<file path="src/sv/bts_pkg.sv">
// Shared types, constants and helper functions of the BM25 top-k scorer.
package bts_pkg;

  localparam int unsigned MaxKeepDef = 16;

  localparam int unsigned QueueDepth = 4;
  localparam int unsigned QPtrW      = $clog2(QueueDepth);

  localparam int unsigned DocW   = 31;
  localparam int unsigned TfW    = 16;
  localparam int unsigned DfW    = 24;
  localparam int unsigned DlW    = 20;
  localparam int unsigned ScoreW = 26;
  localparam int unsigned RankW  = 4;

  localparam int unsigned NW   = 24;
  localparam int unsigned AvgW = 28;
  localparam int unsigned TopW = 5;
  localparam int unsigned QtW  = 5;

  localparam int unsigned CfgIdxW  = 3;
  localparam int unsigned CfgDataW = 28;

  localparam logic [CfgIdxW-1:0] CfgTotalDocs  = 3'd0;
  localparam logic [CfgIdxW-1:0] CfgAvgLen     = 3'd1;
  localparam logic [CfgIdxW-1:0] CfgTopCount   = 3'd2;
  localparam logic [CfgIdxW-1:0] CfgConj       = 3'd3;
  localparam logic [CfgIdxW-1:0] CfgQueryTerms = 3'd4;

  localparam int unsigned InDataW  = 96;
  localparam int unsigned OutDataW = 64;

  // Datapath widths of the scoring arithmetic.
  localparam int unsigned TaW   = 44;
  localparam int unsigned NumW  = 49;
  localparam int unsigned DenW  = 48;
  localparam int unsigned TfcW  = 18;
  localparam int unsigned LogW  = 21;
  localparam int unsigned IdfW  = 21;
  localparam int unsigned TermW = 23;
  localparam int unsigned LogVW = 26;
  localparam int unsigned ExpW  = 5;
  localparam int unsigned FracW = 16;

  // ln 2 in Q0.32.
  localparam logic [31:0] Ln2Q32 = 32'hB17217F8;

  localparam logic [ScoreW-1:0] ScoreMax = '1;

  typedef enum logic {
    KindPosting = 1'b0,
    KindEnd     = 1'b1
  } bts_kind_e;

  typedef enum logic {
    CmdOffer = 1'b0,
    CmdEmit  = 1'b1
  } bts_cmd_e;

  typedef enum logic [2:0] {
    ScIdle,
    ScPrep,
    ScLogNorm,
    ScLogSquare,
    ScIdf,
    ScTerm,
    ScAcc,
    ScCmd
  } bts_sc_state_e;

  typedef enum logic [2:0] {
    TkIdle,
    TkScan,
    TkRepl,
    TkEmitScan,
    TkEmitOut,
    TkEmpty
  } bts_tk_state_e;

  typedef struct packed {
    bts_kind_e         kind;
    logic              last;
    logic [DocW-1:0]   doc;
    logic [TfW-1:0]    tf;
    logic [DfW-1:0]    df;
    logic [DlW-1:0]    dl;
  } bts_item_t;

  typedef struct packed {
    logic              valid;
    bts_cmd_e          op;
    logic [DocW-1:0]   doc;
    logic [ScoreW-1:0] score;
  } bts_cmd_t;

  // True when entry a comes before entry b in the ranking.
  function automatic logic ranks_before(logic [ScoreW-1:0] sa, logic [DocW-1:0] da,
                                        logic [ScoreW-1:0] sb, logic [DocW-1:0] db);
    return (sa > sb) || ((sa == sb) && (da < db));
  endfunction

endpackage

</file>
<file path="src/sv/bts_ram.sv">
// Generic single-port-write, single-port-read RAM with registered read data.
module bts_ram #(
  parameter int unsigned Width = 8,
  parameter int unsigned Depth = 16,
  parameter int unsigned AddrW = (Depth > 1) ? $clog2(Depth) : 1
) (
  input  logic             clk_i,
  input  logic             we_i,
  input  logic [AddrW-1:0] waddr_i,
  input  logic [Width-1:0] wdata_i,
  input  logic [AddrW-1:0] raddr_i,
  output logic [Width-1:0] rdata_o
);

  logic [Width-1:0] mem_q [Depth];

  always_ff @(posedge clk_i) begin
    if (we_i) begin
      mem_q[waddr_i] <= wdata_i;
    end
    rdata_o <= mem_q[raddr_i];
  end

endmodule

</file>
<file path="src/sv/bts_topk.sv">
// Back end store: top-k entries in RAM, replacement scan and ranked emission.
module bts_topk #(
  parameter int unsigned MaxKeep = bts_pkg::MaxKeepDef
) (
  input  logic                          clk_i,
  input  logic                          rst_ni,
  input  bts_pkg::bts_cmd_t             cmd_i,
  output logic                          cmd_ready_o,
  input  logic [bts_pkg::TopW-1:0]      top_count_i,
  output logic                          out_valid_o,
  input  logic                          out_ready_i,
  output logic [bts_pkg::DocW-1:0]      out_doc_o,
  output logic [bts_pkg::ScoreW-1:0]    out_score_o,
  output logic [bts_pkg::RankW-1:0]     out_rank_o,
  output logic                          out_empty_o,
  output logic                          out_last_o
);

  localparam int unsigned AW = (MaxKeep > 1) ? $clog2(MaxKeep) : 1;
  localparam int unsigned FW = $clog2(MaxKeep + 1);
  localparam int unsigned CW = (FW > bts_pkg::TopW) ? FW : bts_pkg::TopW;
  localparam int unsigned EW = bts_pkg::DocW + bts_pkg::ScoreW;

  bts_pkg::bts_tk_state_e state_q, state_d;

  logic [FW-1:0]                fill_q, issue_q, r_q;
  logic                         pend_q, have_q;
  logic [AW-1:0]                pidx_q, bidx_q;
  logic [bts_pkg::DocW-1:0]     bdoc_q, odoc_q;
  logic [bts_pkg::ScoreW-1:0]   bscore_q, oscore_q;
  logic [MaxKeep-1:0]           emitted_q;

  logic                         we;
  logic [AW-1:0]                waddr;
  logic [EW-1:0]                wdata, rdata;
  logic [bts_pkg::DocW-1:0]     r_doc;
  logic [bts_pkg::ScoreW-1:0]   r_score;
  logic [CW-1:0]                tc, limit;
  logic                         has_room, rd_en, scan_done, take, slot_free, is_last;

  assign r_doc   = rdata[EW-1:bts_pkg::ScoreW];
  assign r_score = rdata[bts_pkg::ScoreW-1:0];

  assign tc    = CW'(top_count_i);
  assign limit = (tc == '0) ? CW'(1) : ((tc > CW'(MaxKeep)) ? CW'(MaxKeep) : tc);
  assign has_room = CW'(fill_q) < limit;

  assign rd_en     = ((state_q == bts_pkg::TkScan) || (state_q == bts_pkg::TkEmitScan))
                     && (issue_q < fill_q);
  assign scan_done = (issue_q == fill_q) && !pend_q;
  assign slot_free = !out_valid_o || out_ready_i;
  assign is_last   = ((r_q + FW'(1)) == fill_q);

  always_comb begin
    take = 1'b0;
    if (pend_q) begin
      if (state_q == bts_pkg::TkScan) begin
        take = !have_q || bts_pkg::ranks_before(bscore_q, bdoc_q, r_score, r_doc);
      end else if (state_q == bts_pkg::TkEmitScan) begin
        take = !emitted_q[pidx_q]
               && (!have_q || bts_pkg::ranks_before(r_score, r_doc, bscore_q, bdoc_q));
      end
    end
  end

  always_comb begin
    we    = 1'b0;
    waddr = fill_q[AW-1:0];
    wdata = {cmd_i.doc, cmd_i.score};
    if ((state_q == bts_pkg::TkIdle) && cmd_i.valid && (cmd_i.op == bts_pkg::CmdOffer)
        && has_room) begin
      we = 1'b1;
    end else if ((state_q == bts_pkg::TkRepl) && (oscore_q > bscore_q)) begin
      we    = 1'b1;
      waddr = bidx_q;
      wdata = {odoc_q, oscore_q};
    end
  end

  bts_ram #(
    .Width (EW),
    .Depth (MaxKeep),
    .AddrW (AW)
  ) u_store (
    .clk_i   (clk_i),
    .we_i    (we),
    .waddr_i (waddr),
    .wdata_i (wdata),
    .raddr_i (issue_q[AW-1:0]),
    .rdata_o (rdata)
  );

  assign cmd_ready_o = (state_q == bts_pkg::TkIdle);

  always_comb begin
    state_d = state_q;
    case (state_q)
      bts_pkg::TkIdle: begin
        if (cmd_i.valid) begin
          if (cmd_i.op == bts_pkg::CmdEmit) begin
            state_d = (fill_q == '0) ? bts_pkg::TkEmpty : bts_pkg::TkEmitScan;
          end else if (!has_room) begin
            state_d = bts_pkg::TkScan;
          end
        end
      end
      bts_pkg::TkScan: begin
        if (scan_done) begin
          state_d = bts_pkg::TkRepl;
        end
      end
      bts_pkg::TkRepl: state_d = bts_pkg::TkIdle;
      bts_pkg::TkEmitScan: begin
        if (scan_done) begin
          state_d = bts_pkg::TkEmitOut;
        end
      end
      bts_pkg::TkEmitOut: begin
        if (slot_free) begin
          state_d = is_last ? bts_pkg::TkIdle : bts_pkg::TkEmitScan;
        end
      end
      bts_pkg::TkEmpty: begin
        if (slot_free) begin
          state_d = bts_pkg::TkIdle;
        end
      end
      default: state_d = bts_pkg::TkIdle;
    endcase
  end

  always_ff @(posedge clk_i or negedge rst_ni) begin
    if (!rst_ni) begin
      state_q <= bts_pkg::TkIdle;
    end else begin
      state_q <= state_d;
    end
  end

  // Best/worst candidate and pending offer payload.
  always_ff @(posedge clk_i) begin
    if ((state_q == bts_pkg::TkIdle) && cmd_i.valid) begin
      odoc_q   <= cmd_i.doc;
      oscore_q <= cmd_i.score;
    end
    if (take) begin
      bdoc_q   <= r_doc;
      bscore_q <= r_score;
      bidx_q   <= pidx_q;
    end
    pidx_q <= issue_q[AW-1:0];
  end

  always_ff @(posedge clk_i) begin
    if (((state_q == bts_pkg::TkEmitOut) || (state_q == bts_pkg::TkEmpty)) && slot_free) begin
      out_doc_o   <= (state_q == bts_pkg::TkEmpty) ? '0 : bdoc_q;
      out_score_o <= (state_q == bts_pkg::TkEmpty) ? '0 : bscore_q;
      out_rank_o  <= (state_q == bts_pkg::TkEmpty) ? '0 : bts_pkg::RankW'(r_q);
      out_empty_o <= (state_q == bts_pkg::TkEmpty);
      out_last_o  <= (state_q == bts_pkg::TkEmpty) || is_last;
    end
  end

  always_ff @(posedge clk_i or negedge rst_ni) begin
    if (!rst_ni) begin
      fill_q      <= '0;
      issue_q     <= '0;
      r_q         <= '0;
      pend_q      <= 1'b0;
      have_q      <= 1'b0;
      emitted_q   <= '0;
      out_valid_o <= 1'b0;
    end else begin
      pend_q <= rd_en;
      if (rd_en) begin
        issue_q <= issue_q + FW'(1);
      end
      if (take) begin
        have_q <= 1'b1;
      end

      // A new result is loaded when the output slot is free in the emit or empty
      // state; otherwise an accepted result empties it.
      if (((state_q == bts_pkg::TkEmitOut) || (state_q == bts_pkg::TkEmpty)) && slot_free) begin
        out_valid_o <= 1'b1;
      end else if (out_ready_i) begin
        out_valid_o <= 1'b0;
      end

      case (state_q)
        bts_pkg::TkIdle: begin
          issue_q <= '0;
          have_q  <= 1'b0;
          r_q     <= '0;
          if (we) begin
            fill_q <= fill_q + FW'(1);
          end
        end
        bts_pkg::TkEmitOut: begin
          if (slot_free) begin
            issue_q <= '0;
            have_q  <= 1'b0;
            r_q     <= r_q + FW'(1);
            if (is_last) begin
              fill_q    <= '0;
              emitted_q <= '0;
            end else begin
              emitted_q[bidx_q] <= 1'b1;
            end
          end
        end
        default: ;
      endcase
    end
  end

endmodule

</file>
<file path="config.mk">
export PLATFORM = sky130hd
export DESIGN_NAME = bts_topk
export DESIGN_NICKNAME = d
export VERILOG_FILES = /design/src/sv/bts_pkg.sv /design/src/sv/bts_ram.sv /design/src/sv/bts_topk.sv
export SDC_FILE = /design/constraint.sdc
export NUM_CORES = 1
export LEC_CHECK = 0
export ABC_AREA = 0
export ABC_CLOCK_PERIOD_IN_PS = 5800
export CORE_MARGIN = 3
export CORE_UTILIZATION = 40
export DETAILED_ROUTE_END_ITERATION = 10
export DONT_BUFFER_PORTS = 1
export PLACE_DENSITY_LB_ADDON = 0.08
export SYNTH_ARGS = -nofsm -noshare
export SYNTH_HDL_FRONTEND = slang
export SYNTH_SLANG_ARGS = --single-unit
</file>
<file path="constraint.sdc">
create_clock -name clk_i -period 5.8 [get_ports clk_i]
set_clock_uncertainty 0.1 [all_clocks]
set_input_delay 1.16 -clock clk_i [delete_from_list [all_inputs] [get_ports clk_i]]
set_output_delay 1.16 -clock clk_i [all_outputs]
set_load 0.03 [all_outputs]
</file>
# --- Word-level counts from Yosys, hierarchy flattened ---
# Memory sizes are Yosys's and may differ from the RTL's. A register that Yosys moved wholly into a read port is not among the register bits.
# Index checks and enable logic that the tools add are counted.
# W data, S select, Z words.
classes:
  n_addsub: 3
  n_lt_le_gt_ge: 11
  eq_ne: 17
  muxes: 42
  n_bitwise: 2
  n_reduce_logical: 32
ops:
  columns: ["operator", "n"]
  rows:
  - ["$mux W57", 2]
  - ["$gt A26 B26 Y1", 3]
  - ["$lt A31 B31 Y1", 2]
  - ["$eq A26 B26 Y1", 2]
  - ["$mux W5", 8]
  - ["$pmux W5 S2", 3]
  - ["$mux W3", 8]
  - ["$mux W16", 1]
  - ["$or A16 B16 Y16", 1]
  - ["$add A5 B1 Y5 const B", 3]
  - ["$pmux W3 S5", 1]
  - ["$mux W1", 13]
  - ["$ne A2 B2 Y1 const B", 6]
  - ["$logic_and A1 B1 Y1", 11]
  - ["$eq A5 B5 Y1", 2]
  - ["$logic_not A5 Y1", 2]
  - ["$lt A4 B5 Y1 const B", 2]
  - ["$lt A5 B5 Y1", 2]
  - ["$logic_or A1 B1 Y1", 8]
  - ["$mux W4", 2]
  - ["$eq A3 B2 Y1 const B", 2]
  - ["$eq A3 B3 Y1 const B", 2]
  - ["$reduce_and A6 Y1", 1]
  - ["$gt A5 B5 Y1 const B", 1]
  - ["14 further kinds", 19]
word_totals:
  regBits: 222
  mem_bits_rw: 912
  output_inout_bits: 65
  wordCells: 127
  mem_count: 1
mem_list:
  columns: ["name", "words", "word_bits", "read_ports", "rd_ports_with_merged_regs", "write_ports", "line", "text"]
  rows:
  - ["u_store.mem_q", 16, 57, 1, 1, 1, "bts_ram.sv:15", "logic [Width-1:0] mem_q [Depth];"]

# --- Logic depth before layout (Yosys ltp) ---
logic_depth:
  ltp_word: 11
  mapped_depth: 12
  mapped_depth_nobuf: 10

# --- Cells and area by module ---
# A second synthesis with hierarchy kept.
hier_totals:
  hier_cells: 2301
  hier_area_um2: 45976.6
modules_own_cells:
  columns: ["module", "instances", "cells_each", "area_per_inst_um2", "seq_area_each_um2"]
  rows:
  - ["bts_ram", 1, 1470, 35253.8, 28527.4]
  - ["bts_topk", 1, 831, 10722.8, 6441.2]

# --- Worst setup path after synthesis ---
# Ideal clock, no wire load.
synth_path:
  kind: "input to register"
  startpoint: "input top_count_i[4] (netlist bit)"
  endpoint: "memory u_store.mem_q[7][0] (netlist bit) (enable)"
  setup_time_ns: 0.492
  arrival_ns: 5.435
  t_required_ns: 5.208
  slack_ns: -0.227
  path_stages: 9
  path_cell_list: "inv_1 > nand2_1 > ha_1 > o21ai_0 > o311ai_1 > a2111o_1 > a21boi_4 > nand3_1 > o22ai_1"
synth_between:
  elab_chain_len: 8
  word_cells_on_any_way: 10
synth_lines:
  columns: ["item", "line", "text"]
  rows:
  - ["start, declared", "bts_topk.sv:9", "input logic [bts_pkg::TopW-1:0] top_count_i,"]
  - ["$gt A5 B5 Y1", "bts_topk.sv:45", "assign limit = (tc == '0) ? CW'(1) : ((tc > CW'(MaxKeep)) ? CW'(MaxKeep) : tc);"]
  - ["$mux W5", "bts_topk.sv:45", null]
  - ["$mux W5 *", "bts_topk.sv:45", null]
  - ["$lt A5 B5 Y1 *", "bts_topk.sv:46", "assign has_room = CW'(fill_q) < limit;"]
  - ["$logic_and A1 B1 Y1 *", "bts_topk.sv:71", "&& has_room) begin"]
  - ["$mux W1", "bts_topk.sv:70", "if ((state_q == bts_pkg::TkIdle) && cmd_i.valid && (cmd_i.op == bts_pkg::CmdOffer)"]
  - ["$mux W1", "bts_ram.sv:18", "if (we_i) begin"]
  - ["$mux W1 (not written as such)", "bts_ram.sv:19", "mem_q[waddr_i] <= wdata_i;"]
  - ["end, declared", "bts_ram.sv:15", null]
# Every way passes the cells marked *; elsewhere a longest branch is shown, timed or not.

# --- Worst setup path after layout ---
layout_path:
  startpoint: "register bscore_q[25] (netlist bit)"
  endpoint: "register bdoc_q[15] (netlist bit) (enable)"
layout_between:
  elab_chain_len: 8
  word_cells_on_any_way: 14
layout_lines:
  columns: ["item", "line", "text"]
  rows:
  - ["start, declared", "bts_topk.sv:30", "logic [bts_pkg::ScoreW-1:0] bscore_q, oscore_q;"]
  - ["start signal, assigned", "bts_topk.sv:148", "bscore_q <= r_score;"]
  - ["branches (longest 6 deep; another with $gt A26 B26 Y1)", null, null]
  - ["$mux W1 *", "bts_topk.sv:57", "if (state_q == bts_pkg::TkScan) begin"]
  - ["$mux W1 *", "bts_topk.sv:56", "if (pend_q) begin"]
  - ["net take", "bts_topk.sv:39", "logic has_room, rd_en, scan_done, take, slot_free, is_last;"]
  - ["end signal, assigned", "bts_topk.sv:147", "bdoc_q <= r_doc;"]
  - ["end, declared", "bts_topk.sv:29", "logic [bts_pkg::DocW-1:0] bdoc_q, odoc_q;"]
# Mark *: on every way through the listed nets, which the timed path passes.
# A chain may end at the register's enable or synchronous reset.

==> flow_summary.ini <==
[place]
placed_cell_area_um2 = 49280
hpwl_um = 71930
port_buffers = 0
place_congestion = 0.7765
dp_cells = 4080
dp_slack_ns = 1.323

[synthesis]
synthFlopType = edfxtp_1
synth_top_area_cell = edfxtp_1
async_flop_share_pct = 3.107
synth-edff-count = 1093
yosys_warnings = 0
synth_area_um2 = 46950
syn_area_per_cell_um2 = 17.91
synth_cells = 2621
synth_seq_cells = 1191
yosysTopAreaCellShare_pct = 69.91
yosys.cell_count.top_type = edfxtp_1
synthTopCellsByArea = edfxtp_1, mux4_2, mux2i_1
synth.net_count = 2784
synth_seq_area_share_pct = 74.48
synth_common_cells = edfxtp_1, mux2i_1, o21ai_0
synth.distinct_cells = 59

[setup_path]
worst-path-max-fanout = 35
worst_path_largest_cell_delay_ns = 0.94
startpoint_type = flip-flop
required_ns = 6.11
path_cells = inv_1 -> ha_1 -> nand4_1 -> nor4_1 -> nand4_1 -> a31oi_1 -> nand3_1 -> nand3_1 -> o311a_4 -> buf_12
end_kind = flip-flop
worstPathArrival_ns = 4.40
cpMaxStageDelayCell = nor4_1
worstSetupPathType = flip-flop to flip-flop

[timing]
hold_viol = 0
holdWs_ns = 0.1805
grt_setup_unrepaired = no
final.setup.tns_ns = 0
setup_viol = 0
fin_ws_ns = 1.705
min_period_ns = 4.095
max_freq_mhz = 244.2
drv_slew = 0
tightest_slew_ns = 1.131
slew_headroom_pct = 24.23
fin_crit_sh_pct = 70.60

[detailed_routing]
vias = 24039
ant_nets = 0
first_iter_violations = 1941
viasPerCell = 5.558
drc = 0
dr.pass1.iters = 6
post_drt_wl_per_cell_um = 28.27
drt-total-wl_um = 122300

[job]
drv.max_cap_violation_count = 0

[floorplan]
rows = 125
die_height_um = 348.6
coreArea_um2 = 116400
die_area_um2 = 121500
dieWidth_um = 348.6
io_pins = 132
floorplan.initialDensity_pct = 40.35

[global_route]
overflow = 0
grt-busiest-layer = met2
antenna_found_initial = 9
met3_usage_pct = 3.899
grt_pass1_vias = 24566
met2_usage_pct = 31.76
use_met1_pct = 29.04
track_usage_pct = 20.17
grt_pass1_wl_um = 176700
grt_max_degree = 63

[layout]
final_design_area_no_fill_um2 = 53450
layout.nets = 2855
syn_to_final_growth_pct = 13.86
stdcell_count = 4325
layout-drive-gt1-share_pct = 17.42

[power_and_ir_drop]
vdd_drop_max_mv = 0.2956
p_per_area_nw_per_um2 = 327.6
leakage_nw = 19.15

[clock_network]
htreeDepth = 4
root_buffer = clkbuf_16
path_clk_slew_ns = 0.06
clock_sinks = 1191
numCtsBuffers = 133
postCtsResizedCells = 0
cts_tree = done
clkLatencyLatePin_ns = 0.73
cts_max_path_buffers = 3

[min_path]
hold_class = input port to asynchronous set/reset pin

[outcome]
status = finished clean
[cell families after synthesis]
kind of cell               Yosys count  share of synthesized area [%]
DFF                               1191                          74.48
AOI/OAI and AO/OA                  414                          5.554
muxes                              406                          12.47
and+or+nand+nor                    306                          2.908
buffers and inverters              193                          1.748
adders and majority gates           96                          2.558
xor gates and xnor gates            15                         0.2798
[sequential cells by signal, summed over array words and instances (netlist names), 5 cells and up]
register	flops
issue_q	5
out_doc_o	31
bscore_q	26
out_score_o	26
u_store.rdata_o	57
odoc_q	31
r_q	5
emitted_q	16
fill_q	5
bdoc_q	31
u_store.mem_q	912
oscore_q	26
[layer usage]
| metal | routed length (µm) | vias up |
|---|---|---|
| met5 | 33 | - |
| met4 | 2124 | 4 |
| met3 | 6349 | 154 |
| met2 | 57130 | 633 |
| met1 | 56640 | 12659 |
| li1 | - | 10589 |
[cells in the final DEF (no fill, tap or decap), drive strengths merged, types with 5 or more instances in the layout]
cell type,n
nand2,107
clkbuf,172
o22ai,15
and2,14
a221oi,57
nand4,24
bufinv,7
o21ai,135
a21o,12
dfxtp,61
mux4,118
a211oi,8
nor2,101
buf,55
nor2b,10
nand3,26
xnor2,10
dfrtp,37
inv,78
mux2i,173
nor4,5
mux2,115
nor3,8
a22oi,57
diode,5
ha,96
clkinv,53
edfxtp,1093
a21oi,105
xor2,5
[power breakdown]
group	internal (W)	switching (W)
Combinational	0.0000293	0.000119
Clock	0.00467	0.00334
Sequential	0.00935	0.0000000000000000000922
Total	0.0141	0.00346
[per-stage QoR]
stage / power (W) / utilization [%]
after floorplan: 0.009605 / -
after global placement: 0.009666 / 42.35
after detailed placement: 0.009672 / 42.35
after CTS: 0.01774 / 45.93
after global routing: 0.01809 / 45.93
final: 0.01751 / 45.94
[worst paths after layout]
check | startpoint | endpoint | slack, ns | cells after the start
max | bscore_q[25] | bdoc_q[15] | 1.71 | 10
min | rst_ni | emitted_q[8] | 0.18 | 1
max reg2reg | bscore_q[25] | bdoc_q[15] | 1.71 | 10
min reg2reg | u_store.rdata_o[38] | bdoc_q[12] | 0.34 | 0
max in group asynchronous | rst_ni | issue_q[0] | 5.19 | 1
min in group clk_i | u_store.rdata_o[38] | bdoc_q[12] | 0.34 | 0
[worst max-delay path, delay by kind of cell (launching register included)]
kind | cells | cell delay, ns
adders and majority gates | 1 | 0.31
DFF | 1 | 0.32
AOI/OAI and AO/OA | 2 | 0.80
buffers and inverters | 2 | 0.41
and+or+nand+nor | 5 | 1.81
[timing repair]
| action | in CTS | in global routing |
|---|---|---|
| hold buffers | 1 | 0 |
| hold endpoints to repair | 37 | 0 |
| buffers inserted | 0 | 0 |
[cell type report]
class	count	area, µm²
antenna	5	12.51
clock buffer	172	3580
clock inverter	67	559.3
fill	9892	62910
inverter	74	277.8
multi-input combinational	1237	11420
sequential	1191	34980
tap	1524	1907
timing repair buffer	55	713.2
Note: power is estimated with default switching activity, not from simulation.
