## config.mk

```make
export PLATFORM = sky130hd
export DESIGN_NAME = bts_cfg
export DESIGN_NICKNAME = d
export VERILOG_FILES = /design/src/sv/bts_pkg.sv /design/src/sv/bts_top_placeholder_unused.sv
export SDC_FILE = /design/constraint.sdc
export NUM_CORES = 1
export LEC_CHECK = 0
export ABC_AREA = 1
export BUFFER_PORTS_ARGS = -buffer_cell sky130_fd_sc_hd__buf_2
export CAP_MARGIN = 10
export CORE_MARGIN = 10
export CORE_UTILIZATION = 49
export DETAILED_ROUTE_END_ITERATION = 16
export GPL_TIMING_DRIVEN = 1
export PLACE_DENSITY = 0.79
export SYNTH_ARGS = -nofsm -noshare
export SYNTH_HDL_FRONTEND = slang
export SYNTH_SLANG_ARGS = --single-unit
```

## constraint.sdc

```tcl
create_clock -name clk_i -period 1 [get_ports clk_i]
set_clock_uncertainty 0.15 [all_clocks]
set_input_delay 0 -clock clk_i [delete_from_list [all_inputs] [get_ports clk_i]]
set_output_delay 0 -clock clk_i [all_outputs]
set_load 0.1 [all_outputs]
```

## src/sv/bts_pkg.sv

```systemverilog
// Shared types, constants and helper functions of the BM25 top-k scorer.
package bts_pkg;

  localparam int unsigned MaxKeepDef = 16;

  localparam int unsigned QueueDepth = 4;
  localparam int unsigned QPtrW      = $clog2(QueueDepth);

  localparam int unsigned DocW   = 31;
  localparam int unsigned TfW    = 16;
  localparam int unsigned DfW    = 24;
  localparam int unsigned DlW    = 20;
  localparam int unsigned ScoreW = 26;
  localparam int unsigned RankW  = 4;

  localparam int unsigned NW   = 24;
  localparam int unsigned AvgW = 28;
  localparam int unsigned TopW = 5;
  localparam int unsigned QtW  = 5;

  localparam int unsigned CfgIdxW  = 3;
  localparam int unsigned CfgDataW = 28;

  localparam logic [CfgIdxW-1:0] CfgTotalDocs  = 3'd0;
  localparam logic [CfgIdxW-1:0] CfgAvgLen     = 3'd1;
  localparam logic [CfgIdxW-1:0] CfgTopCount   = 3'd2;
  localparam logic [CfgIdxW-1:0] CfgConj       = 3'd3;
  localparam logic [CfgIdxW-1:0] CfgQueryTerms = 3'd4;

  localparam int unsigned InDataW  = 96;
  localparam int unsigned OutDataW = 64;

  // Datapath widths of the scoring arithmetic.
  localparam int unsigned TaW   = 44;
  localparam int unsigned NumW  = 49;
  localparam int unsigned DenW  = 48;
  localparam int unsigned TfcW  = 18;
  localparam int unsigned LogW  = 21;
  localparam int unsigned IdfW  = 21;
  localparam int unsigned TermW = 23;
  localparam int unsigned LogVW = 26;
  localparam int unsigned ExpW  = 5;
  localparam int unsigned FracW = 16;

  // ln 2 in Q0.32.
  localparam logic [31:0] Ln2Q32 = 32'hB17217F8;

  localparam logic [ScoreW-1:0] ScoreMax = '1;

  typedef enum logic {
    KindPosting = 1'b0,
    KindEnd     = 1'b1
  } bts_kind_e;

  typedef enum logic {
    CmdOffer = 1'b0,
    CmdEmit  = 1'b1
  } bts_cmd_e;

  typedef enum logic [2:0] {
    ScIdle,
    ScPrep,
    ScLogNorm,
    ScLogSquare,
    ScIdf,
    ScTerm,
    ScAcc,
    ScCmd
  } bts_sc_state_e;

  typedef enum logic [2:0] {
    TkIdle,
    TkScan,
    TkRepl,
    TkEmitScan,
    TkEmitOut,
    TkEmpty
  } bts_tk_state_e;

  typedef struct packed {
    bts_kind_e         kind;
    logic              last;
    logic [DocW-1:0]   doc;
    logic [TfW-1:0]    tf;
    logic [DfW-1:0]    df;
    logic [DlW-1:0]    dl;
  } bts_item_t;

  typedef struct packed {
    logic              valid;
    bts_cmd_e          op;
    logic [DocW-1:0]   doc;
    logic [ScoreW-1:0] score;
  } bts_cmd_t;

  // True when entry a comes before entry b in the ranking.
  function automatic logic ranks_before(logic [ScoreW-1:0] sa, logic [DocW-1:0] da,
                                        logic [ScoreW-1:0] sb, logic [DocW-1:0] db);
    return (sa > sb) || ((sa == sb) && (da < db));
  endfunction

endpackage

```

## src/sv/bts_top_placeholder_unused.sv

```systemverilog
// Configuration register bank of the BM25 top-k scorer.
module bts_cfg (
  input  logic                          clk_i,
  input  logic                          rst_ni,
  input  logic                          we_i,
  input  logic [bts_pkg::CfgIdxW-1:0]   idx_i,
  input  logic [bts_pkg::CfgDataW-1:0]  data_i,
  output logic [bts_pkg::NW-1:0]        total_docs_o,
  output logic [bts_pkg::AvgW-1:0]      avg_len_o,
  output logic [bts_pkg::TopW-1:0]      top_count_o,
  output logic                          conj_o,
  output logic [bts_pkg::QtW-1:0]       query_terms_o
);

  always_ff @(posedge clk_i or negedge rst_ni) begin
    if (!rst_ni) begin
      total_docs_o  <= '0;
      avg_len_o     <= bts_pkg::AvgW'(256);
      top_count_o   <= bts_pkg::TopW'(10);
      conj_o        <= 1'b0;
      query_terms_o <= bts_pkg::QtW'(1);
    end else if (we_i) begin
      case (idx_i)
        bts_pkg::CfgTotalDocs:  total_docs_o  <= data_i[bts_pkg::NW-1:0];
        bts_pkg::CfgAvgLen:     avg_len_o     <= data_i[bts_pkg::AvgW-1:0];
        bts_pkg::CfgTopCount:   top_count_o   <= data_i[bts_pkg::TopW-1:0];
        bts_pkg::CfgConj:       conj_o        <= data_i[0];
        bts_pkg::CfgQueryTerms: query_terms_o <= data_i[bts_pkg::QtW-1:0];
        default: ;
      endcase
    end
  end

endmodule

```

==> results of run 1 <==
-- through the flow --
step           util [%]  std cells  cell area (um2)  setup WS (ps)  TNS, ps
3_3_place_gp       85.0        449             4370          -27.8     -513
3_5_place_dp       85.0        449             4370           -148    -2470
2_1_floorplan         -        284             2850           -111     -644
4_1_cts            95.4        505             4910           -302   -10240
-- what timing repair did --
| action | in CTS |
|---|---|
| hold buffers | 30 |
| hold endpoints to repair | 126 |
| buffers inserted | 11 |
| gates resized for setup | 2 |
| setup endpoints to repair | 63 |
-- cells by family after synthesis --
group	after synthesis	share of synthesized area, %
buffers and inverters	21	6.22
DFF	63	60.5
and+or+nand+nor	200	33.3
==> flow_metrics.tcl, run 1 <==
set metrics [dict create \
    yosys.cell_count.top_type "nand2_1" \
    synth_edf_count 0 \
    haltStage "5_1_grt" \
    io_pins 97 \
    grt_max_degree 64 \
    synth_warnings 0 \
    yosysUniqueCellTypes 16 \
    yosysTopAreaCell "dfrtp_1" \
    die_w_um 93.1 \
    row_count 26 \
    worst_endpoint_kind "primary output" \
    fp.dieH_um 93.1 \
    synth_common_cells "nand2_1 (130), nand3_1 (63), dfrtp_1 (59)" \
    postSynthCellCount 284 \
    ys_seq_area_share_pct 60.5 \
    gp_congestion 0.854 \
    cts_sinks 63 \
    synth_nets 318 \
    tool.error "[ERROR DPL-0038] Utilization greater than 100%, impossible to legalize" \
    ys.flop_type "dfrtp_1" \
    avgSynthCellArea_um2 9.21 \
    portBuffers 96 \
    async_reset_ff_share_pct 100 \
    htree_levels 3 \
    ys_seq_elements 63 \
    yosys.area.top_type_share_pct 56.5 \
    clock-root-buffer "clkbuf_8" \
    synthTopCellsByArea "dfrtp_1 (56%), nand2_1 (19%), nand3_1 (12%), dfstp_2 (4.0%), buf_12 (1.5%)" \
    start_util_pct 50.9 \
    dp_hpwl_mm 6.47 \
    cts_max_path_buffers 2 \
    worst_endpoint "query_terms_o[0]" \
    numCtsBuffers 9 \
    status "did not finish" \
    netlist_area_mm2 0.00262 \
]
==> inputs of run 2 (changes only) <==
Settings changed: CORE_UTILIZATION 49 to 40, PLACE_DENSITY 0.79 to unset, PLACE_DENSITY_LB_ADDON set to 0.15.
==> flow_metrics.tcl, run 2 <==
set metrics [dict create \
    status "finished, violations left" \
    violations "negative hold slack, negative setup slack" \
    reg2reg_slack_ps 20 \
    setup_violations 63 \
    fillers 406 \
    routed_wl_mm 7.84 \
    grt_usage_pct 15.8 \
    period_needed_ps 1270 \
    startpoint_type "flip-flop" \
    critPathBufInv 1 \
    hold_path.class "primary input to flip-flop" \
    gp_congestion 0.767 \
    whs_ps -133 \
    leakagePower_uw 0.00229 \
    slowest_stage "dfstp_4" \
    min_to "top_count_o[3]$_DFFE_PN1P_" \
    ys_seq_area_share_pct 60.5 \
    whs_path_depth 4 \
    core_area_mm2 0.00635 \
    synth_common_cells "nand2_1 (130), nand3_1 (63), dfrtp_1 (59)" \
    power_uw 12300 \
    gr-total-overflow 0 \
    die_w_um 101 \
    reg.largest.list "avg_len_o: 28 flops, total_docs_o: 24 flops" \
    die-area_mm2 0.0102 \
    yosys.cell_count.top_type "nand2_1" \
    synthTopCellsByArea "dfrtp_1 (56%), nand2_1 (19%), nand3_1 (12%), dfstp_2 (4.0%), buf_12 (1.5%)" \
    hp-start "idx_i[0]" \
    viasPerCell 4.79 \
    cts_tree "done" \
    antenna_found_initial 1 \
    hold_viol_final 11 \
    io_pins 97 \
    drc_errors 0 \
    cp_num_cells 1 \
    yosysTopAreaCell "dfrtp_1" \
    largest_reg_flops 28 \
    async_reset_ff_share_pct 100 \
    synthSimpleGateAreaFrac_pct 33.3 \
    synthMuxAreaShare_pct 0 \
    grt_pass1_vias 2486 \
    fp.dieH_um 101 \
    synth_warnings 0 \
    power_density_mw_per_mm2 2540 \
    drt_iter0_markers 91 \
    top_register "avg_len_o" \
    yosysUniqueCellTypes 16 \
    dp_hpwl_mm 5.66 \
    critPathCaptureType "primary output" \
    start_util_pct 41.2 \
    wl_per_cell_um 15.6 \
    maxSlewViolCount 0 \
    max_cap_viol_count 0 \
    ant_nets 0 \
    cts_sinks 63 \
    clkTransAtPathRegs_ps 70 \
    avgSynthCellArea_um2 9.21 \
    insertion_delay_ps 310 \
    cp_max_fo 2 \
    drtPass1Iterations 5 \
    cts_max_path_buffers 2 \
    postSynthCellCount 284 \
    use_met1_pct 18.6 \
    worstMarginPinSlew_ps 335 \
    worst-setup-path-type "flip-flop to primary output" \
    fin_crit_sh_pct 127 \
    postCtsHoldBufs 30 \
    groute.layer.met2.usage_pct 25.9 \
    place_ws_ps -122 \
    synth_nets 318 \
    regToRegStartpoint "total_docs_o[10]$_DFFE_PN0P_" \
    row_count 29 \
    syn2layout_area_growth_pct 85.3 \
    finalNetCount 454 \
    use_met3_pct 5.62 \
    clock-root-buffer "clkbuf_8" \
    synth_xor_xnor_area_share_pct 0 \
    rsz0062_at_grt "true" \
    netlist_area_mm2 0.00262 \
    yosys.area.top_type_share_pct 56.5 \
    grt_max_degree 64 \
    drive_gt1_share_pct 46.2 \
    cp_data_arrival_time_ps 1120 \
    path_delay_family "flip-flops" \
    numCtsBuffers 9 \
    ys_seq_elements 63 \
    worst_ir_drop_vdd_mv 1.65 \
    fmax_ghz 0.786 \
    final_common_cell "nand2_1" \
    portBuffers 96 \
    busiest_layer "met2" \
    ys.flop_type "dfrtp_1" \
    synth_fa_ha_area_share_pct 0 \
    synth_edf_count 0 \
    setup_ws_ps -272 \
    crit_path_max_incr_delay_ps 630 \
    crit_chain "buf_12" \
    max-slew-margin-rel_pct 77.6 \
    synth_compound_area_share_pct 0 \
    htree_levels 3 \
    layout_common_cells "nand2_1 (129), buf_12 (65), nand3_1 (63), dfrtp_4 (58), buf_2 (33)" \
    grt_pass1_wl_mm 12.8 \
    reg2reg_depth 3 \
    synth_top_family_by_area "simple AND/OR/NAND/NOR gates" \
    r2r-end "total_docs_o[10]$_DFFE_PN0P_" \
    crit_required_ps 850 \
    vias 2403 \
]
run 2: final cells by class:
type	count	area, um2	share of cell area, %
inverters	5	18.8	0.387
diodes	1	2.50	0.0517
multi-input cells	200	878	18.1
well taps	77	96.3	1.99
clock buffers	14	163	3.36
clock inverters	1	5.00	0.103
repair buffers	141	1870	38.5
flip-flops and latches	63	1820	37.5
run 2: stage by stage:
step | utilization, % | TNS (ps) | area [um2] | cells
6_report | 76.3 | -8700 | 4840 | 502
5_1_grt | 76.3 | -10700 | 4840 | 502
4_1_cts | 76.2 | -10200 | 4840 | 502
3_5_place_dp | 68.6 | -3750 | 4360 | 455
3_3_place_gp | 68.6 | -2150 | 4360 | 455
2_1_floorplan | - | -644 | 2850 | 284
run 2: how the worst max path moves through the flow:
stage,from,to,slack [ps]
6_report,top_count_o[1]$_DFFE_PN1P_,top_count_o[1],-270
2_1_floorplan,top_count_o[1]$_DFFE_PN1P_,top_count_o[1]$_DFFE_PN1P_,-110
3_3_place_gp,idx_i[0],avg_len_o[4]$_DFFE_PN0P_,-80
3_5_place_dp,idx_i[0],avg_len_o[13]$_DFFE_PN0P_,-120
4_1_cts,top_count_o[1]$_DFFE_PN1P_,top_count_o[1],-290
5_1_grt,avg_len_o[8]$_DFFE_PN1P_,avg_len_o[8],-300
run 2: cells by family after synthesis:
kind of cell | count (synthesis)
simple gates | 200
flops | 63
buf+inv | 21
run 2: power by group:
group | internal [uW] | switching, uW
logic | 2200 | 4310
registers | 3360 | 549
clock network | 1020 | 867
total | 6590 | 5730
run 2: repair_timing:
item,CTS,global route
endpoints found under the hold margin,126,11
setup endpoints to repair,63,70
setup buffers,2,0
gates resized for setup,0,3
pin swaps,0,1
run 2: routing by layer:
layer,up-vias,wire length [um]
met5,-,0
met2,81,3970
met4,0,96
met3,6,575
met1,1138,3190
li1,1178,-
(Power assumes the default switching activity.)
==> inputs of run 3 (changes only) <==
Settings changed: REMOVE_ABC_BUFFERS set to 1.
==> flow_metrics.tcl, run 3 (synthesis results as in run 2) <==
set metrics [dict create \
    syn2layout_area_growth_pct 81.0 \
    status "finished, violations left" \
    cts_tree "done" \
    whs_path_depth 4 \
    clkTransAtPathRegs_ps 60 \
    cp_data_arrival_time_ps 1070 \
    start_util_pct 41.2 \
    crit_chain "buf_12" \
    startpoint_type "flip-flop" \
    vias 2473 \
    routed_wl_mm 8.12 \
    gp_congestion 0.793 \
    cp_max_fo 2 \
    drtPass1Iterations 4 \
    hold_path.class "primary input to flip-flop" \
    violations "negative hold slack, negative setup slack" \
    drc_errors 0 \
    placed_cells 451 \
    hold_viol_final 11 \
    htree_levels 3 \
    largest_reg_flops 28 \
    fin_crit_sh_pct 122 \
    place_ws_ps -66.1 \
    crit_path_max_incr_delay_ps 560 \
    setup_ws_ps -220 \
    reg2reg_depth 3 \
    row_count 29 \
    path_delay_family "flip-flops" \
    portBuffers 96 \
    slowest_stage "dfstp_2" \
    layout_common_cells "nand2_1 (130), buf_12 (67), nand3_1 (63), dfrtp_1 (59), buf_2 (33)" \
    finalNonFillerCells 518 \
    reg.largest.list "avg_len_o: 28 flops, total_docs_o: 24 flops" \
    grt_pass1_vias 2583 \
    viasPerCell 4.77 \
    cp_num_cells 1 \
    period_needed_ps 1220 \
    clock-root-buffer "clkbuf_8" \
    die_w_um 101 \
    regToRegStartpoint "avg_len_o[15]$_DFFE_PN0P_" \
    power_density_mw_per_mm2 2560 \
    reg2reg_slack_ps 50 \
    whs_ps -107 \
    io_pins 97 \
    worstMarginPinSlew_ps 341 \
    insertion_delay_ps 320 \
    antenna_found_initial 0 \
    top_register "avg_len_o" \
    antenna_cells 0 \
    worst_ir_drop_vdd_mv 1.72 \
    rsz0062_at_grt "true" \
    finalNetCount 470 \
    worst-setup-path-type "flip-flop to primary output" \
    finalSetupTns_ps -4910 \
    power_uw 12100 \
    wl_per_cell_um 15.7 \
    drt_iter0_markers 122 \
    maxSlewViolCount 0 \
    core_area_mm2 0.00635 \
    die-area_mm2 0.0102 \
    max-slew-margin-rel_pct 77.3 \
    cts_max_path_buffers 2 \
    fp.dieH_um 101 \
    numCtsBuffers 9 \
    max_cap_viol_count 0 \
    crit_required_ps 850 \
    gr-total-overflow 0 \
    leakagePower_uw 0.00244 \
    critPathBufInv 1 \
    min_to "top_count_o[3]$_DFFE_PN1P_" \
    cts_sinks 63 \
    fillers 439 \
    critPathCaptureType "primary output" \
    fmax_ghz 0.819 \
    grt_max_degree 64 \
    setup_violations 63 \
    final_common_cell "nand2_1" \
    grt_usage_pct 16.2 \
    drive_gt1_share_pct 33.8 \
    grt_pass1_wl_mm 13.2 \
    r2r-end "avg_len_o[15]$_DFFE_PN0P_" \
    dp_hpwl_mm 5.36 \
    hp-start "idx_i[2]" \
    ant_nets 0 \
]
[run 3: cell types whose count changed in the layout (fill, tap and decap cells not counted), moves of 3 or more]
cell and change:
dfstp_4 -4, buf_4 +14, clkbuf_1 +3, dfrtp_4 -58
dfstp_2 +4, dfrtp_1 +59
[run 3: per-stage QoR]
stage          cell area, um2  utilization [%]  hold WS, ps
5_1_grt                  4730             74.5        -95.6
6_report                 4730             74.5         -107
4_1_cts                  4610             72.5        -90.4
3_5_place_dp             4120             64.9         -106
3_3_place_gp             4120             64.9         -109
2_1_floorplan            2470                -         -446
[run 3: per-layer routing]
layer / vias up / GRT usage, % / share of wire (%) / routed length (um)
met5: - / 0 / 0 / 0
met4: 0 / 5.98 / 1.4 / 110
met3: 10 / 6.65 / 8.9 / 722
met2: 80 / 24.8 / 48 / 3910
met1: 1176 / 19.9 / 42 / 3390
li1: 1207 / - / - / -
[run 3: final cells by class]
| class | count | area, um2 | share of cell area, % |
|---|---|---|---|
| inverters | 5 | 18.8 | 0.397 |
| clock buffers | 15 | 146 | 3.09 |
| repair buffers | 157 | 2010 | 42.5 |
| clock inverters | 1 | 5.00 | 0.106 |
| well taps | 77 | 96.3 | 2.04 |
| flip-flops and latches | 63 | 1580 | 33.4 |
| multi-input cells | 200 | 876 | 18.5 |
[run 3: repair_timing]
item | 4_1_cts | 5_1_grt
hold buffers | 32 | 1
buffers inserted | 2 | 19
setup endpoints to repair | 63 | 68
resized for setup | 0 | 1
endpoints found under the hold margin | 126 | 9
pin swaps | 0 | 1
[run 3: worst min-delay path, delay by kind of cell]
kind / cells / cell delay, ps
and+or+nand+nor: 3 / 220
buffers and inverters: 1 / 140
[run 3: worst max-delay path by stage]
stage	endpoint	from	slack, ps
after global placement	avg_len_o[9]$_DFFE_PN0P_	we_i	-40
after CTS	avg_len_o[8]	avg_len_o[8]$_DFFE_PN1P_	-230
after detailed placement	avg_len_o[0]$_DFFE_PN0P_	we_i	-70
after floorplan	total_docs_o[0]$_DFFE_PN0P_	idx_i[0]	-450
final	query_terms_o[0]	query_terms_o[0]$_DFFE_PN1P_	-220
after global routing	query_terms_o[0]	query_terms_o[0]$_DFFE_PN1P_	-240
[run 3: power by group]
group / switching (uW) / total, uW / internal (uW)
sequential: 546 / 3600 / 3050
clock: 895 / 1800 / 903
combinational: 4360 / 6720 / 2360
==> inputs of run 4 (changes only) <==
Settings changed: CORE_UTILIZATION 40 to 35, SLEW_MARGIN set to 5.
==> flow_metrics.tcl, run 4 (synthesis results as in run 2) <==
set metrics [dict create \
    status "finished, violations left" \
    violations "negative hold slack, negative setup slack" \
    gp_congestion 0.762 \
    cp_max_fo 2 \
    place_ws_ps -77.9 \
    finalNonFillerCells 539 \
    critPathCaptureType "primary output" \
    routed_wl_mm 8.22 \
    core_area_mm2 0.00725 \
    startpoint_type "flip-flop" \
    row_count 31 \
    placed_cells 472 \
    period_needed_ps 1220 \
    cts_sinks 63 \
    final_common_cell "nand2_1" \
    grt_max_degree 64 \
    drt_iter0_markers 78 \
    path_delay_family "flip-flops" \
    finalSetupTns_ps -5160 \
    whs_ps -95.6 \
    cp_data_arrival_time_ps 1070 \
    setup_ws_ps -221 \
    comb_power_share_pct 53.2 \
    die_w_um 106 \
    power.switching_fraction_pct 46.4 \
    ant_nets 0 \
    clkTransAtPathRegs_ps 60 \
    grt_usage_pct 15.0 \
    crit_path_max_incr_delay_ps 570 \
    fmax_ghz 0.819 \
    grt_pass1_vias 2566 \
    rsz0062_at_grt "true" \
    max-slew-margin-rel_pct 77.6 \
    reg.largest.list "avg_len_o: 28 flops, total_docs_o: 24 flops" \
    max_cap_viol_count 0 \
    hold_viol_final 7 \
    drc_errors 0 \
    viasPerCell 4.66 \
    critPathBufInv 1 \
    layout_common_cells "nand2_1 (129), buf_12 (67), nand3_1 (63), dfrtp_1 (59), buf_2 (32)" \
    cts_tree "done" \
    fillers 570 \
    wl_per_cell_um 15.3 \
    leakagePower_uw 0.00249 \
    htree_levels 3 \
    portBuffers 96 \
    worst-setup-path-type "flip-flop to primary output" \
    slowest_stage "dfstp_2" \
    antenna_cells 0 \
    clock-root-buffer "clkbuf_8" \
    worst_ir_drop_vdd_mv 1.42 \
    top_register "avg_len_o" \
    io_pins 97 \
    largest_reg_flops 28 \
    crit_required_ps 850 \
    die-area_mm2 0.0113 \
    fin_crit_sh_pct 122 \
    internal-power_uw 6760 \
    power_density_mw_per_mm2 2620 \
    syn2layout_area_growth_pct 84.4 \
    grt_pass1_wl_mm 13.5 \
    start_util_pct 36.1 \
    p_clk_share_pct 18.3 \
    vias 2510 \
    gr-total-overflow 0 \
    multi_input_area_um2 873 \
    maxSlewViolCount 0 \
    seq_power_share_pct 28.5 \
    crit_chain "buf_12" \
    numCtsBuffers 9 \
    hold_path.class "primary input to flip-flop" \
    insertion_delay_ps 330 \
    fp.dieH_um 106 \
    setup_violations 68 \
    ff_latch_area_mm2 0.00158 \
    drive_gt1_share_pct 34.5 \
    antenna_found_initial 0 \
    p_sw_uw 5860 \
    finalNetCount 469 \
    drtPass1Iterations 4 \
    cts_max_path_buffers 2 \
    dp_hpwl_mm 5.31 \
    worstMarginPinSlew_ps 336 \
]
## run 4: what timing repair did
action	4_1_cts	5_1_grt
hold buffers	33	1
hold endpoints to repair	126	10
setup endpoints to repair	63	73
gates resized for setup	0	4
pin swaps	0	2
buffers inserted	7	12
## run 4: worst paths after layout
check	from	endpoint	slack, ps	cells after the start
max in group asynchronous	rst_ni	avg_len_o[8]$_DFFE_PN1P_	310	3
min	we_i	query_terms_o[0]$_DFFE_PN1P_	-100	5
min reg2reg	avg_len_o[8]$_DFFE_PN1P_	avg_len_o[8]$_DFFE_PN1P_	340	2
min in group asynchronous	rst_ni	total_docs_o[16]$_DFFE_PN0P_	60	3
max	top_count_o[1]$_DFFE_PN1P_	top_count_o[1]	-220	1
max reg2reg	total_docs_o[13]$_DFFE_PN0P_	total_docs_o[13]$_DFFE_PN0P_	-30	4
## run 4: worst register-to-register path, stage by stage, from the launching register on
cell and delay [ps]:
dfrtp_1 410, buf_4 140, buf_4 120, nand2_1 50, nand2_1 50
## run 4: final cells by class
cell class | instances | area share (%)
clock inverter | 3 | 0.830
tap | 99 | 2.57
clock buffer | 13 | 3.50
timing repair buffer | 156 | 41.8
multi-input combinational | 200 | 18.1
sequential | 63 | 32.8
inverter | 5 | 0.389
## run 4: per-layer routing
layer  track usage (%)  routed length (um)  vias to the layer above
met5                 0                   0                        -
met4              5.71                  72                        0
met3              6.46                 696                        6
met2              22.3                3920                       93
met1              18.8                3530                     1207
li1                  -                   -                     1204
## run 4: per-stage QoR
| stage | total power (uW) | hold WS [ps] | area (um2) | utilization, % |
|---|---|---|---|---|
| after floorplan | 7320 | -446 | 2470 | - |
| after global placement | 10000 | -109 | 4140 | 57.1 |
| after detailed placement | 10100 | -104 | 4140 | 57.1 |
| after CTS | 12600 | -5.77 | 4730 | 65.2 |
| after global routing | 13100 | -48.4 | 4820 | 66.5 |
| final | 12600 | -95.6 | 4820 | 66.5 |
## run 4: power groups by stage
stage	registers, uW	clock network (uW)	logic, uW
finish	3600	2310	6720
global route	3650	2470	6950
CTS	3600	2360	6630
detailed placement	3630	0	6450
global placement	3630	0	6410
floorplan	6870	0	451
